<file path="config.mk">
export PLATFORM = sky130hd
export DESIGN_NAME = terminal_key_escape_decoder
export DESIGN_NICKNAME = d
export VERILOG_FILES = /design/src/rtl/core/tked_pkg.sv /design/src/rtl/core/terminal_key_escape_decoder.sv /design/src/rtl/core/tked_fsm.sv
export SDC_FILE = /design/constraint.sdc
export NUM_CORES = 1
export LEC_CHECK = 0
export ABC_AREA = 1
export BUFFER_PORTS_ARGS = -buffer_cell sky130_fd_sc_hd__buf_2
export CORE_MARGIN = 4
export CORE_UTILIZATION = 59
export CTS_CLUSTER_DIAMETER = 60
export CTS_CLUSTER_SIZE = 30
export DETAILED_ROUTE_END_ITERATION = 8
export GPL_ROUTABILITY_DRIVEN = 0
export HOLD_SLACK_MARGIN = 0.05
export PLACE_DENSITY = 0.81
export SYNTH_ARGS = -nofsm -noshare
export SYNTH_HDL_FRONTEND = slang
export SYNTH_SLANG_ARGS = --single-unit
</file>
<file path="constraint.sdc">
create_clock -name clk -period 3.5 [get_ports clk]
set_clock_uncertainty 0.1 [all_clocks]
set_input_delay 0.175 -clock clk [delete_from_list [all_inputs] [get_ports clk]]
set_output_delay 0.175 -clock clk [all_outputs]
set_load 0.03 [all_outputs]
</file>
<file path="src/rtl/core/tked_pkg.sv">
`default_nettype none
// ----------------------------------------------------------------------------
// tked_pkg
// Shared key codes, byte values and types for the terminal key decoder.
// ----------------------------------------------------------------------------
package tked_pkg;

  localparam int unsigned KEY_W = 5;
  localparam int unsigned BYTE_W = 8;
  localparam int unsigned TICKS_W = 16;

  localparam logic [TICKS_W-1:0] TIMEOUT_RESET = 16'd40;

  // key event codes
  localparam logic [KEY_W-1:0] K_UNKNOWN = 5'd0;
  localparam logic [KEY_W-1:0] K_CHAR    = 5'd1;
  localparam logic [KEY_W-1:0] K_TAB     = 5'd2;
  localparam logic [KEY_W-1:0] K_ENTER   = 5'd3;
  localparam logic [KEY_W-1:0] K_CTRLC   = 5'd4;
  localparam logic [KEY_W-1:0] K_CTRLD   = 5'd5;
  localparam logic [KEY_W-1:0] K_WBKSP   = 5'd6;
  localparam logic [KEY_W-1:0] K_BKSP    = 5'd7;
  localparam logic [KEY_W-1:0] K_HOME    = 5'd8;
  localparam logic [KEY_W-1:0] K_END     = 5'd9;
  localparam logic [KEY_W-1:0] K_DEL     = 5'd10;
  localparam logic [KEY_W-1:0] K_LEFT    = 5'd11;
  localparam logic [KEY_W-1:0] K_RIGHT   = 5'd12;
  localparam logic [KEY_W-1:0] K_UP      = 5'd13;
  localparam logic [KEY_W-1:0] K_DOWN    = 5'd14;
  localparam logic [KEY_W-1:0] K_WLEFT   = 5'd15;
  localparam logic [KEY_W-1:0] K_WRIGHT  = 5'd16;

  // action codes
  localparam logic ACT_BYTE = 1'b0;
  localparam logic ACT_TICK = 1'b1;

  // byte values
  localparam logic [BYTE_W-1:0] B_CTRL_A = 8'h01;
  localparam logic [BYTE_W-1:0] B_CTRL_C = 8'h03;
  localparam logic [BYTE_W-1:0] B_CTRL_D = 8'h04;
  localparam logic [BYTE_W-1:0] B_CTRL_E = 8'h05;
  localparam logic [BYTE_W-1:0] B_BS     = 8'h08;
  localparam logic [BYTE_W-1:0] B_TAB    = 8'h09;
  localparam logic [BYTE_W-1:0] B_LF     = 8'h0A;
  localparam logic [BYTE_W-1:0] B_CR     = 8'h0D;
  localparam logic [BYTE_W-1:0] B_CTRL_W = 8'h17;
  localparam logic [BYTE_W-1:0] B_ESC    = 8'h1B;
  localparam logic [BYTE_W-1:0] B_SPACE  = 8'h20;
  localparam logic [BYTE_W-1:0] B_TILDE  = 8'h7E;
  localparam logic [BYTE_W-1:0] B_DEL    = 8'h7F;
  localparam logic [BYTE_W-1:0] B_0      = 8'h30;
  localparam logic [BYTE_W-1:0] B_1      = 8'h31;
  localparam logic [BYTE_W-1:0] B_3      = 8'h33;
  localparam logic [BYTE_W-1:0] B_4      = 8'h34;
  localparam logic [BYTE_W-1:0] B_5      = 8'h35;
  localparam logic [BYTE_W-1:0] B_7      = 8'h37;
  localparam logic [BYTE_W-1:0] B_8      = 8'h38;
  localparam logic [BYTE_W-1:0] B_9      = 8'h39;
  localparam logic [BYTE_W-1:0] B_SEMI   = 8'h3B;
  localparam logic [BYTE_W-1:0] B_UA     = 8'h41;
  localparam logic [BYTE_W-1:0] B_UB     = 8'h42;
  localparam logic [BYTE_W-1:0] B_UC     = 8'h43;
  localparam logic [BYTE_W-1:0] B_UD     = 8'h44;
  localparam logic [BYTE_W-1:0] B_UF     = 8'h46;
  localparam logic [BYTE_W-1:0] B_UH     = 8'h48;
  localparam logic [BYTE_W-1:0] B_UO     = 8'h4F;
  localparam logic [BYTE_W-1:0] B_LBRACK = 8'h5B;
  localparam logic [BYTE_W-1:0] B_LB     = 8'h62;
  localparam logic [BYTE_W-1:0] B_LF_F   = 8'h66;

  // one input beat as held in the input register
  typedef struct packed {
    logic              action;
    logic [BYTE_W-1:0] rx_byte;
  } item_t;

  // handshake controls from the top level to the decoder
  typedef struct packed {
    logic step;
    logic pop;
  } step_ctl_t;

  // SS3 / plain CSI letter finals
  function automatic logic [KEY_W-1:0] letter_key(input logic [BYTE_W-1:0] b);
    logic [KEY_W-1:0] k;
    case (b)
      B_UA:    k = K_UP;
      B_UB:    k = K_DOWN;
      B_UC:    k = K_RIGHT;
      B_UD:    k = K_LEFT;
      B_UH:    k = K_HOME;
      B_UF:    k = K_END;
      default: k = K_UNKNOWN;
    endcase
    return k;
  endfunction

endpackage
`default_nettype wire

</file>
<file path="src/rtl/core/terminal_key_escape_decoder.sv">
`default_nettype none
// ----------------------------------------------------------------------------
// terminal_key_escape_decoder
// Turns raw terminal bytes and timer ticks into key events.
// ----------------------------------------------------------------------------
// Input channel: in_valid / in_stall with action and rx_byte. Each beat is a
// received byte (action 0) or one timer tick (action 1).
// Output channel: out_valid / out_stall with key and char_code. A beat gives
// zero or one key event; escape prefixes and ticks normally give none.
// Each input beat is held in the input register, then passes through the
// decode into the result register.
// Throughput is one beat per cycle while out_stall is low.
// timeout_ticks is written through cfg_we / cfg_wdata; it resets to 40.
// Reset puts the decoder in idle with no pending sequence and empty registers.
// While out_stall holds a result, one more beat can wait in the input
// register; after that in_stall is raised.
// ----------------------------------------------------------------------------
module terminal_key_escape_decoder (
  input  wire logic                         clk,
  input  wire logic                         rst,
  input  wire logic                         cfg_we,
  input  wire logic [tked_pkg::TICKS_W-1:0] cfg_wdata,
  input  wire logic                         in_valid,
  output logic                              in_stall,
  input  wire logic                         action,
  input  wire logic [tked_pkg::BYTE_W-1:0]  rx_byte,
  output logic                              out_valid,
  input  wire logic                         out_stall,
  output logic [tked_pkg::KEY_W-1:0]        key,
  output logic [tked_pkg::BYTE_W-1:0]       char_code
);
  import tked_pkg::*;

  logic [TICKS_W-1:0] timeout_ticks;
  logic               s1_valid;
  item_t              s1_item;
  step_ctl_t          ctl;
  logic               out_free;
  logic               in_take;

  assign out_free = !out_valid || !out_stall;
  assign ctl.step = s1_valid && out_free;
  assign ctl.pop  = out_valid && !out_stall;
  assign in_stall = s1_valid && !out_free;
  assign in_take  = in_valid && !in_stall;

  always_ff @(posedge clk) begin
    if (rst) begin
      timeout_ticks <= TIMEOUT_RESET;
      s1_valid      <= 1'b0;
    end else begin
      if (cfg_we) begin
        timeout_ticks <= cfg_wdata;
      end
      if (in_take) begin
        s1_valid <= 1'b1;
      end else if (ctl.step) begin
        s1_valid <= 1'b0;
      end
    end
    if (in_take) begin
      s1_item.action  <= action;
      s1_item.rx_byte <= rx_byte;
    end
  end

  tked_fsm u_fsm (
    .clk           (clk),
    .rst           (rst),
    .ctl           (ctl),
    .item          (s1_item),
    .timeout_ticks (timeout_ticks),
    .out_valid     (out_valid),
    .key           (key),
    .char_code     (char_code)
  );

  // input only backs up behind a held result
  a_stall_cause : assert property (@(posedge clk) disable iff (rst)
    in_stall |-> (s1_valid && out_valid && out_stall))
    else $error("input stalled without a held result");

  // char_code is only carried with a character key
  a_char_zero : assert property (@(posedge clk) disable iff (rst)
    (out_valid && key != K_CHAR) |-> (char_code == '0))
    else $error("char_code set on a non-character key");

  // a held item is processed as soon as the output frees up
  a_step_drain : assert property (@(posedge clk) disable iff (rst)
    (s1_valid && !out_valid && !in_take) |=> !s1_valid)
    else $error("input register not drained");

endmodule
`default_nettype wire

</file>
<file path="src/rtl/core/tked_fsm.sv">
`default_nettype none
// ----------------------------------------------------------------------------
// tked_fsm
// Escape sequence state machine with the result register.
// ----------------------------------------------------------------------------
module tked_fsm (
  input  wire logic                         clk,
  input  wire logic                         rst,
  input  wire tked_pkg::step_ctl_t          ctl,
  input  wire tked_pkg::item_t              item,
  input  wire logic [tked_pkg::TICKS_W-1:0] timeout_ticks,
  output logic                              out_valid,
  output logic [tked_pkg::KEY_W-1:0]        key,
  output logic [tked_pkg::BYTE_W-1:0]       char_code
);
  import tked_pkg::*;

  typedef enum logic [2:0] {
    PH_IDLE,
    PH_ESC,
    PH_CSI,
    PH_PARAM,
    PH_SS3
  } phase_t;

  typedef enum logic [3:0] {
    PC_OTHER,
    PC_1,
    PC_3,
    PC_4,
    PC_5,
    PC_7,
    PC_8,
    PC_1S,
    PC_13,
    PC_15
  } pclass_t;

  phase_t             phase, phase_next;
  pclass_t            param_class, class_next;
  logic [TICKS_W-1:0] silence_count, count_next;
  logic [TICKS_W-1:0] count_inc;
  logic               emit;
  logic [KEY_W-1:0]   key_next;
  logic [BYTE_W-1:0]  char_next;
  logic               is_digit;
  logic               word_mod;
  logic [BYTE_W-1:0]  b;

  assign b         = item.rx_byte;
  assign count_inc = silence_count + TICKS_W'(1);
  assign is_digit  = (b >= B_0) && (b <= B_9);
  assign word_mod  = (param_class == PC_15) || (param_class == PC_13) ||
                     (param_class == PC_5) || (param_class == PC_3);

  always_comb begin
    phase_next = phase;
    class_next = param_class;
    count_next = silence_count;
    emit       = 1'b0;
    key_next   = K_UNKNOWN;
    char_next  = '0;
    if (item.action == ACT_TICK) begin
      if (phase != PH_IDLE) begin
        count_next = count_inc;
        // zero timeout behaves like one
        if (count_inc >= timeout_ticks) begin
          emit = 1'b1;
        end
      end
    end else begin
      count_next = '0;
      unique case (phase)
        PH_IDLE: begin
          emit = 1'b1;
          case (b)
            B_TAB:          key_next = K_TAB;
            B_CR, B_LF:     key_next = K_ENTER;
            B_CTRL_C:       key_next = K_CTRLC;
            B_CTRL_D:       key_next = K_CTRLD;
            B_CTRL_W:       key_next = K_WBKSP;
            B_BS, B_DEL:    key_next = K_BKSP;
            B_CTRL_A:       key_next = K_HOME;
            B_CTRL_E:       key_next = K_END;
            B_ESC: begin
              emit       = 1'b0;
              phase_next = PH_ESC;
            end
            default: begin
              if (b >= B_SPACE && b <= B_TILDE) begin
                key_next  = K_CHAR;
                char_next = b;
              end
            end
          endcase
        end
        PH_ESC: begin
          case (b)
            B_ESC:       ;  // restart, stay in esc
            B_LBRACK:    phase_next = PH_CSI;
            B_UO:        phase_next = PH_SS3;
            B_LB, B_UB: begin
              emit     = 1'b1;
              key_next = K_WLEFT;
            end
            B_LF_F, B_UF: begin
              emit     = 1'b1;
              key_next = K_WRIGHT;
            end
            B_DEL, B_BS: begin
              emit     = 1'b1;
              key_next = K_WBKSP;
            end
            default:     emit = 1'b1;
          endcase
        end
        PH_CSI: begin
          if (is_digit) begin
            phase_next = PH_PARAM;
            case (b)
              B_1:     class_next = PC_1;
              B_3:     class_next = PC_3;
              B_4:     class_next = PC_4;
              B_5:     class_next = PC_5;
              B_7:     class_next = PC_7;
              B_8:     class_next = PC_8;
              default: class_next = PC_OTHER;
            endcase
          end else begin
            emit     = 1'b1;
            key_next = letter_key(b);
          end
        end
        PH_PARAM: begin
          if (is_digit || b == B_SEMI) begin
            if (param_class == PC_1 && b == B_SEMI) begin
              class_next = PC_1S;
            end else if (param_class == PC_1S && b == B_3) begin
              class_next = PC_13;
            end else if (param_class == PC_1S && b == B_5) begin
              class_next = PC_15;
            end else begin
              class_next = PC_OTHER;
            end
          end else begin
            emit = 1'b1;
            if (b == B_TILDE) begin
              if (param_class == PC_1 || param_class == PC_7) begin
                key_next = K_HOME;
              end else if (param_class == PC_3) begin
                key_next = K_DEL;
              end else if (param_class == PC_4 || param_class == PC_8) begin
                key_next = K_END;
              end
            end else if (b == B_UD) begin
              key_next = word_mod ? K_WLEFT : K_LEFT;
            end else if (b == B_UC) begin
              key_next = word_mod ? K_WRIGHT : K_RIGHT;
            end else begin
              key_next = letter_key(b);
            end
          end
        end
        PH_SS3: begin
          emit     = 1'b1;
          key_next = letter_key(b);
        end
        default: emit = 1'b1;
      endcase
    end
    if (emit) begin
      phase_next = PH_IDLE;
      class_next = PC_OTHER;
      count_next = '0;
    end
  end

  always_ff @(posedge clk) begin
    if (rst) begin
      phase         <= PH_IDLE;
      param_class   <= PC_OTHER;
      silence_count <= '0;
      out_valid     <= 1'b0;
    end else begin
      if (ctl.step) begin
        phase         <= phase_next;
        param_class   <= class_next;
        silence_count <= count_next;
      end
      if (ctl.step && emit) begin
        out_valid <= 1'b1;
      end else if (ctl.pop) begin
        out_valid <= 1'b0;
      end
    end
    if (ctl.step && emit) begin
      key       <= key_next;
      char_code <= char_next;
    end
  end

endmodule
`default_nettype wire
</file>
==> impl_results.md <==
- PortBufs: between 40 and 50
- Max-cap check violation count: 0
- Starting Density: 62.4%
- Die Ht: 88.3 µm
- CORE AREA: 0.00610 mm²
- CTS tree: done
- Die X: roughly 88 µm
- DR iter-0 viols: roughly 350
- Ys async rst share: 0%
- Post-synth cell types: 36
- Post-synthesis sequential area ratio: roughly two fifths
- Tmin final: around 3400 ps
- Fmax: between 0.2 and 0.3 GHz
- CP max FO: 20
- Ys Warns: 0
- Routed length per placed instance: 14.8 µm
- Crit path kind: reg -> reg
- Layout Nets: about 670
- Drt first pass iters: 7
- Slew Limit Fails: 0
- Hold Path Class: in -> reg
- Routed Antenna Nets: 0
- Vias: 3977
- Critical Path RT: 3660 ps
- Worst skew pair latency: roughly 360 ps
- CTS root buffer: clkbuf_8
- H-tree levels: 3
- Total congestion overflow: 0
- Post-synthesis register bit count: 63
- Detailed-route DRC error count: 0
- Worst-Margin Slew: about 640 ps
- Syn avg cell area: just over 7 µm²
- Final Cell Area: between 0.004 and 0.005 mm²
- Rel. slew slack: between 50% and 60%
- Share of layout cells above drive strength 1: roughly 16%
- Pwr Total: approximately 1.7 mW
- Routed wire length: 10.3 mm
- Worst hold margin: about 96 ps
- Largest net degree at the start of global routing: 28
- Clock buffer count from CTS: 9
- Status: finished, final reports clean
- Fin crit share: about 96%
- Post-Synthesis Net Count: about 580
- Vias in the first global route: roughly 3800
- Fin. Hold Viols: 0
- Number of diodes: 0
- Pwr dens: between 300 and 400 mW/mm²
- Area delta synth->final: 23.6%
- Initial antenna violation count: 0
- First-pass GRT wire length: ~17 mm
- Num rows: 28
- Clock Pin Slew Worst Setup and Hold Paths: 70 ps
- Die area: between 0.007 and 0.008 mm²
- Post-synthesis cell count: 535
- R2r setup slk: between 100 and 150 ps
- # setup viols final: 0
- Clock tree buffer depth: 2
- Final core occ: ~77%
- Worst vdd ir: 0.323 mV
- Placed cell area: 0.00409 mm²
- Gr usage total: roughly 27%
- Ys flop type: dfxtp_1
- P_leak: 2.19 nW
- Clock Sinks: 63
- Detail Placement HPWL: approximately 6.7 mm
- Nature of the critical path endpoint: register
- Number of flops mapped to enable cells by yosys: 22
- Mapped cell area: approximately 0.0038 mm²
- Num ports: 45
- CP arrival: between 3000 and 4000 ps
- Startpoint Class: register
- Via density: 5.69
power by group:
group	switching, mW	leakage (nW)	internal (mW)
clock network	0.294	0.0945	0.323
registers	0.0193	0.541	0.789
logic	0.158	1.55	0.0919
worst max-delay path: stages, from the launching register on:
cell     delay, ps
dfxtp_2        350
ha_1           200
nand2_1        130
nor3_4         170
nand3_2        140
nor3_2         220
nand3_1        150
xnor2_2        170
ha_1           280
nand2_1        120
o21ai_0        130
a21oi_1        220
nand3_2        130
nand2_1         90
nand2_2         80
nand2_2        110
buf_8          180
nand3_1        110
a21oi_1        200
per-layer routing:
layer  wire (µm)  GRT usage [%]  vias up
li1            -              -     1916
met1        3890           30.9     1807
met2        5230           48.6      203
met3         788           5.59       51
met4         420           14.0        0
met5           0              0        -
timing repair:
item | in CTS | in global routing
resized for setup | 0 | 19
endpoints found under the hold margin | 27 | 0
buffers inserted | 0 | 6
setup endpoints to repair | 0 | 37
hold buffers | 31 | 0
per-stage QoR:
stage               std cells  setup TNS [ps]  worst slack, ps
floorplan                 535               0              314
global placement          646               0              244
detailed placement        646               0             40.1
CTS                       693               0             5.88
global route              699           -2500             -162
finish                    699               0              127
area by class of cell:
type | count | area [µm²]
flip-flops and latches | 63 | 1490
multi-input cells | 387 | 2050
inverters | 75 | 282
well taps | 75 | 93.8
fillers | 439 | 1400
clock buffers | 11 | 131
repair buffers | 83 | 611
clock inverters | 5 | 48.8
Yosys cell counts (4+ instances only):
| cell | number | area, µm² |
|---|---|---|
| a21oi_1 | 47 | 235 |
| edfxtp_1 | 22 | 661 |
| nor3_1 | 9 | 45.0 |
| nand4_1 | 11 | 68.8 |
| clkbuf_1 | 6 | 22.5 |
| ha_1 | 17 | 213 |
| xor2_1 | 9 | 78.8 |
| nor2_1 | 69 | 259 |
| xnor2_1 | 5 | 43.8 |
| nand3_1 | 42 | 210 |
| nand2_1 | 119 | 447 |
| o21ai_0 | 31 | 155 |
| inv_1 | 73 | 274 |
| nor2_2 | 4 | 25.0 |
| dfxtp_1 | 41 | 821 |
final timing paths:
path | from | to | cells past startpoint
min reg2reg | timeout_ticks[7] | timeout_ticks[7] | 2
max | u_fsm.silence_count[0] | u_fsm.silence_count[2] | 18
min | cfg_we | timeout_ticks[0] | 3
max reg2reg | u_fsm.silence_count[0] | u_fsm.silence_count[2] | 18
placed cells by master, fill, tap and decap left out, drive strengths merged:
cell         Yosys  routed
nor3            13      13
dlygate4sd3      0      31
o21a             1       1
xor2             9       9
clkbuf           6      11
bufinv           0       1
o211ai           4       4
xnor2            5       5
a21oi           47      47
nor2            74      74
ha              17      17
a21o             1       1
o22ai            2       2
a31oi            2       2
o31ai            1       1
nand3           42      42
o21ai           33      33
clkinv           0       4
inv             75      75
conb             1       1
nand2          123     123
dfxtp           41      41
buf              4      52
nand3b           1       1
nand4           11      11
edfxtp          22      22
logic make-up after synthesis:
group / Yosys count / share of synthesized area, %
simple gates: 264 / 30.6
flops: 63 / 39.0
xor+xnor: 14 / 3.23
buf+inv: 85 / 8.72
compound gates: 91 / 12.8
fa+ha+maj: 17 / 5.60
other cells: 1 / 0.0987
state kept, by name, summed over array words and instances (netlist names):
register	count
timeout_ticks	16
u_fsm.silence_count	16
s1_item	9
u_fsm.char_code	8
u_fsm.key	5
u_fsm.param_class	4
u_fsm.phase	3
s1_valid	1
u_fsm.out_valid	1
No activity file was read; power rests on OpenSTA's default activity.
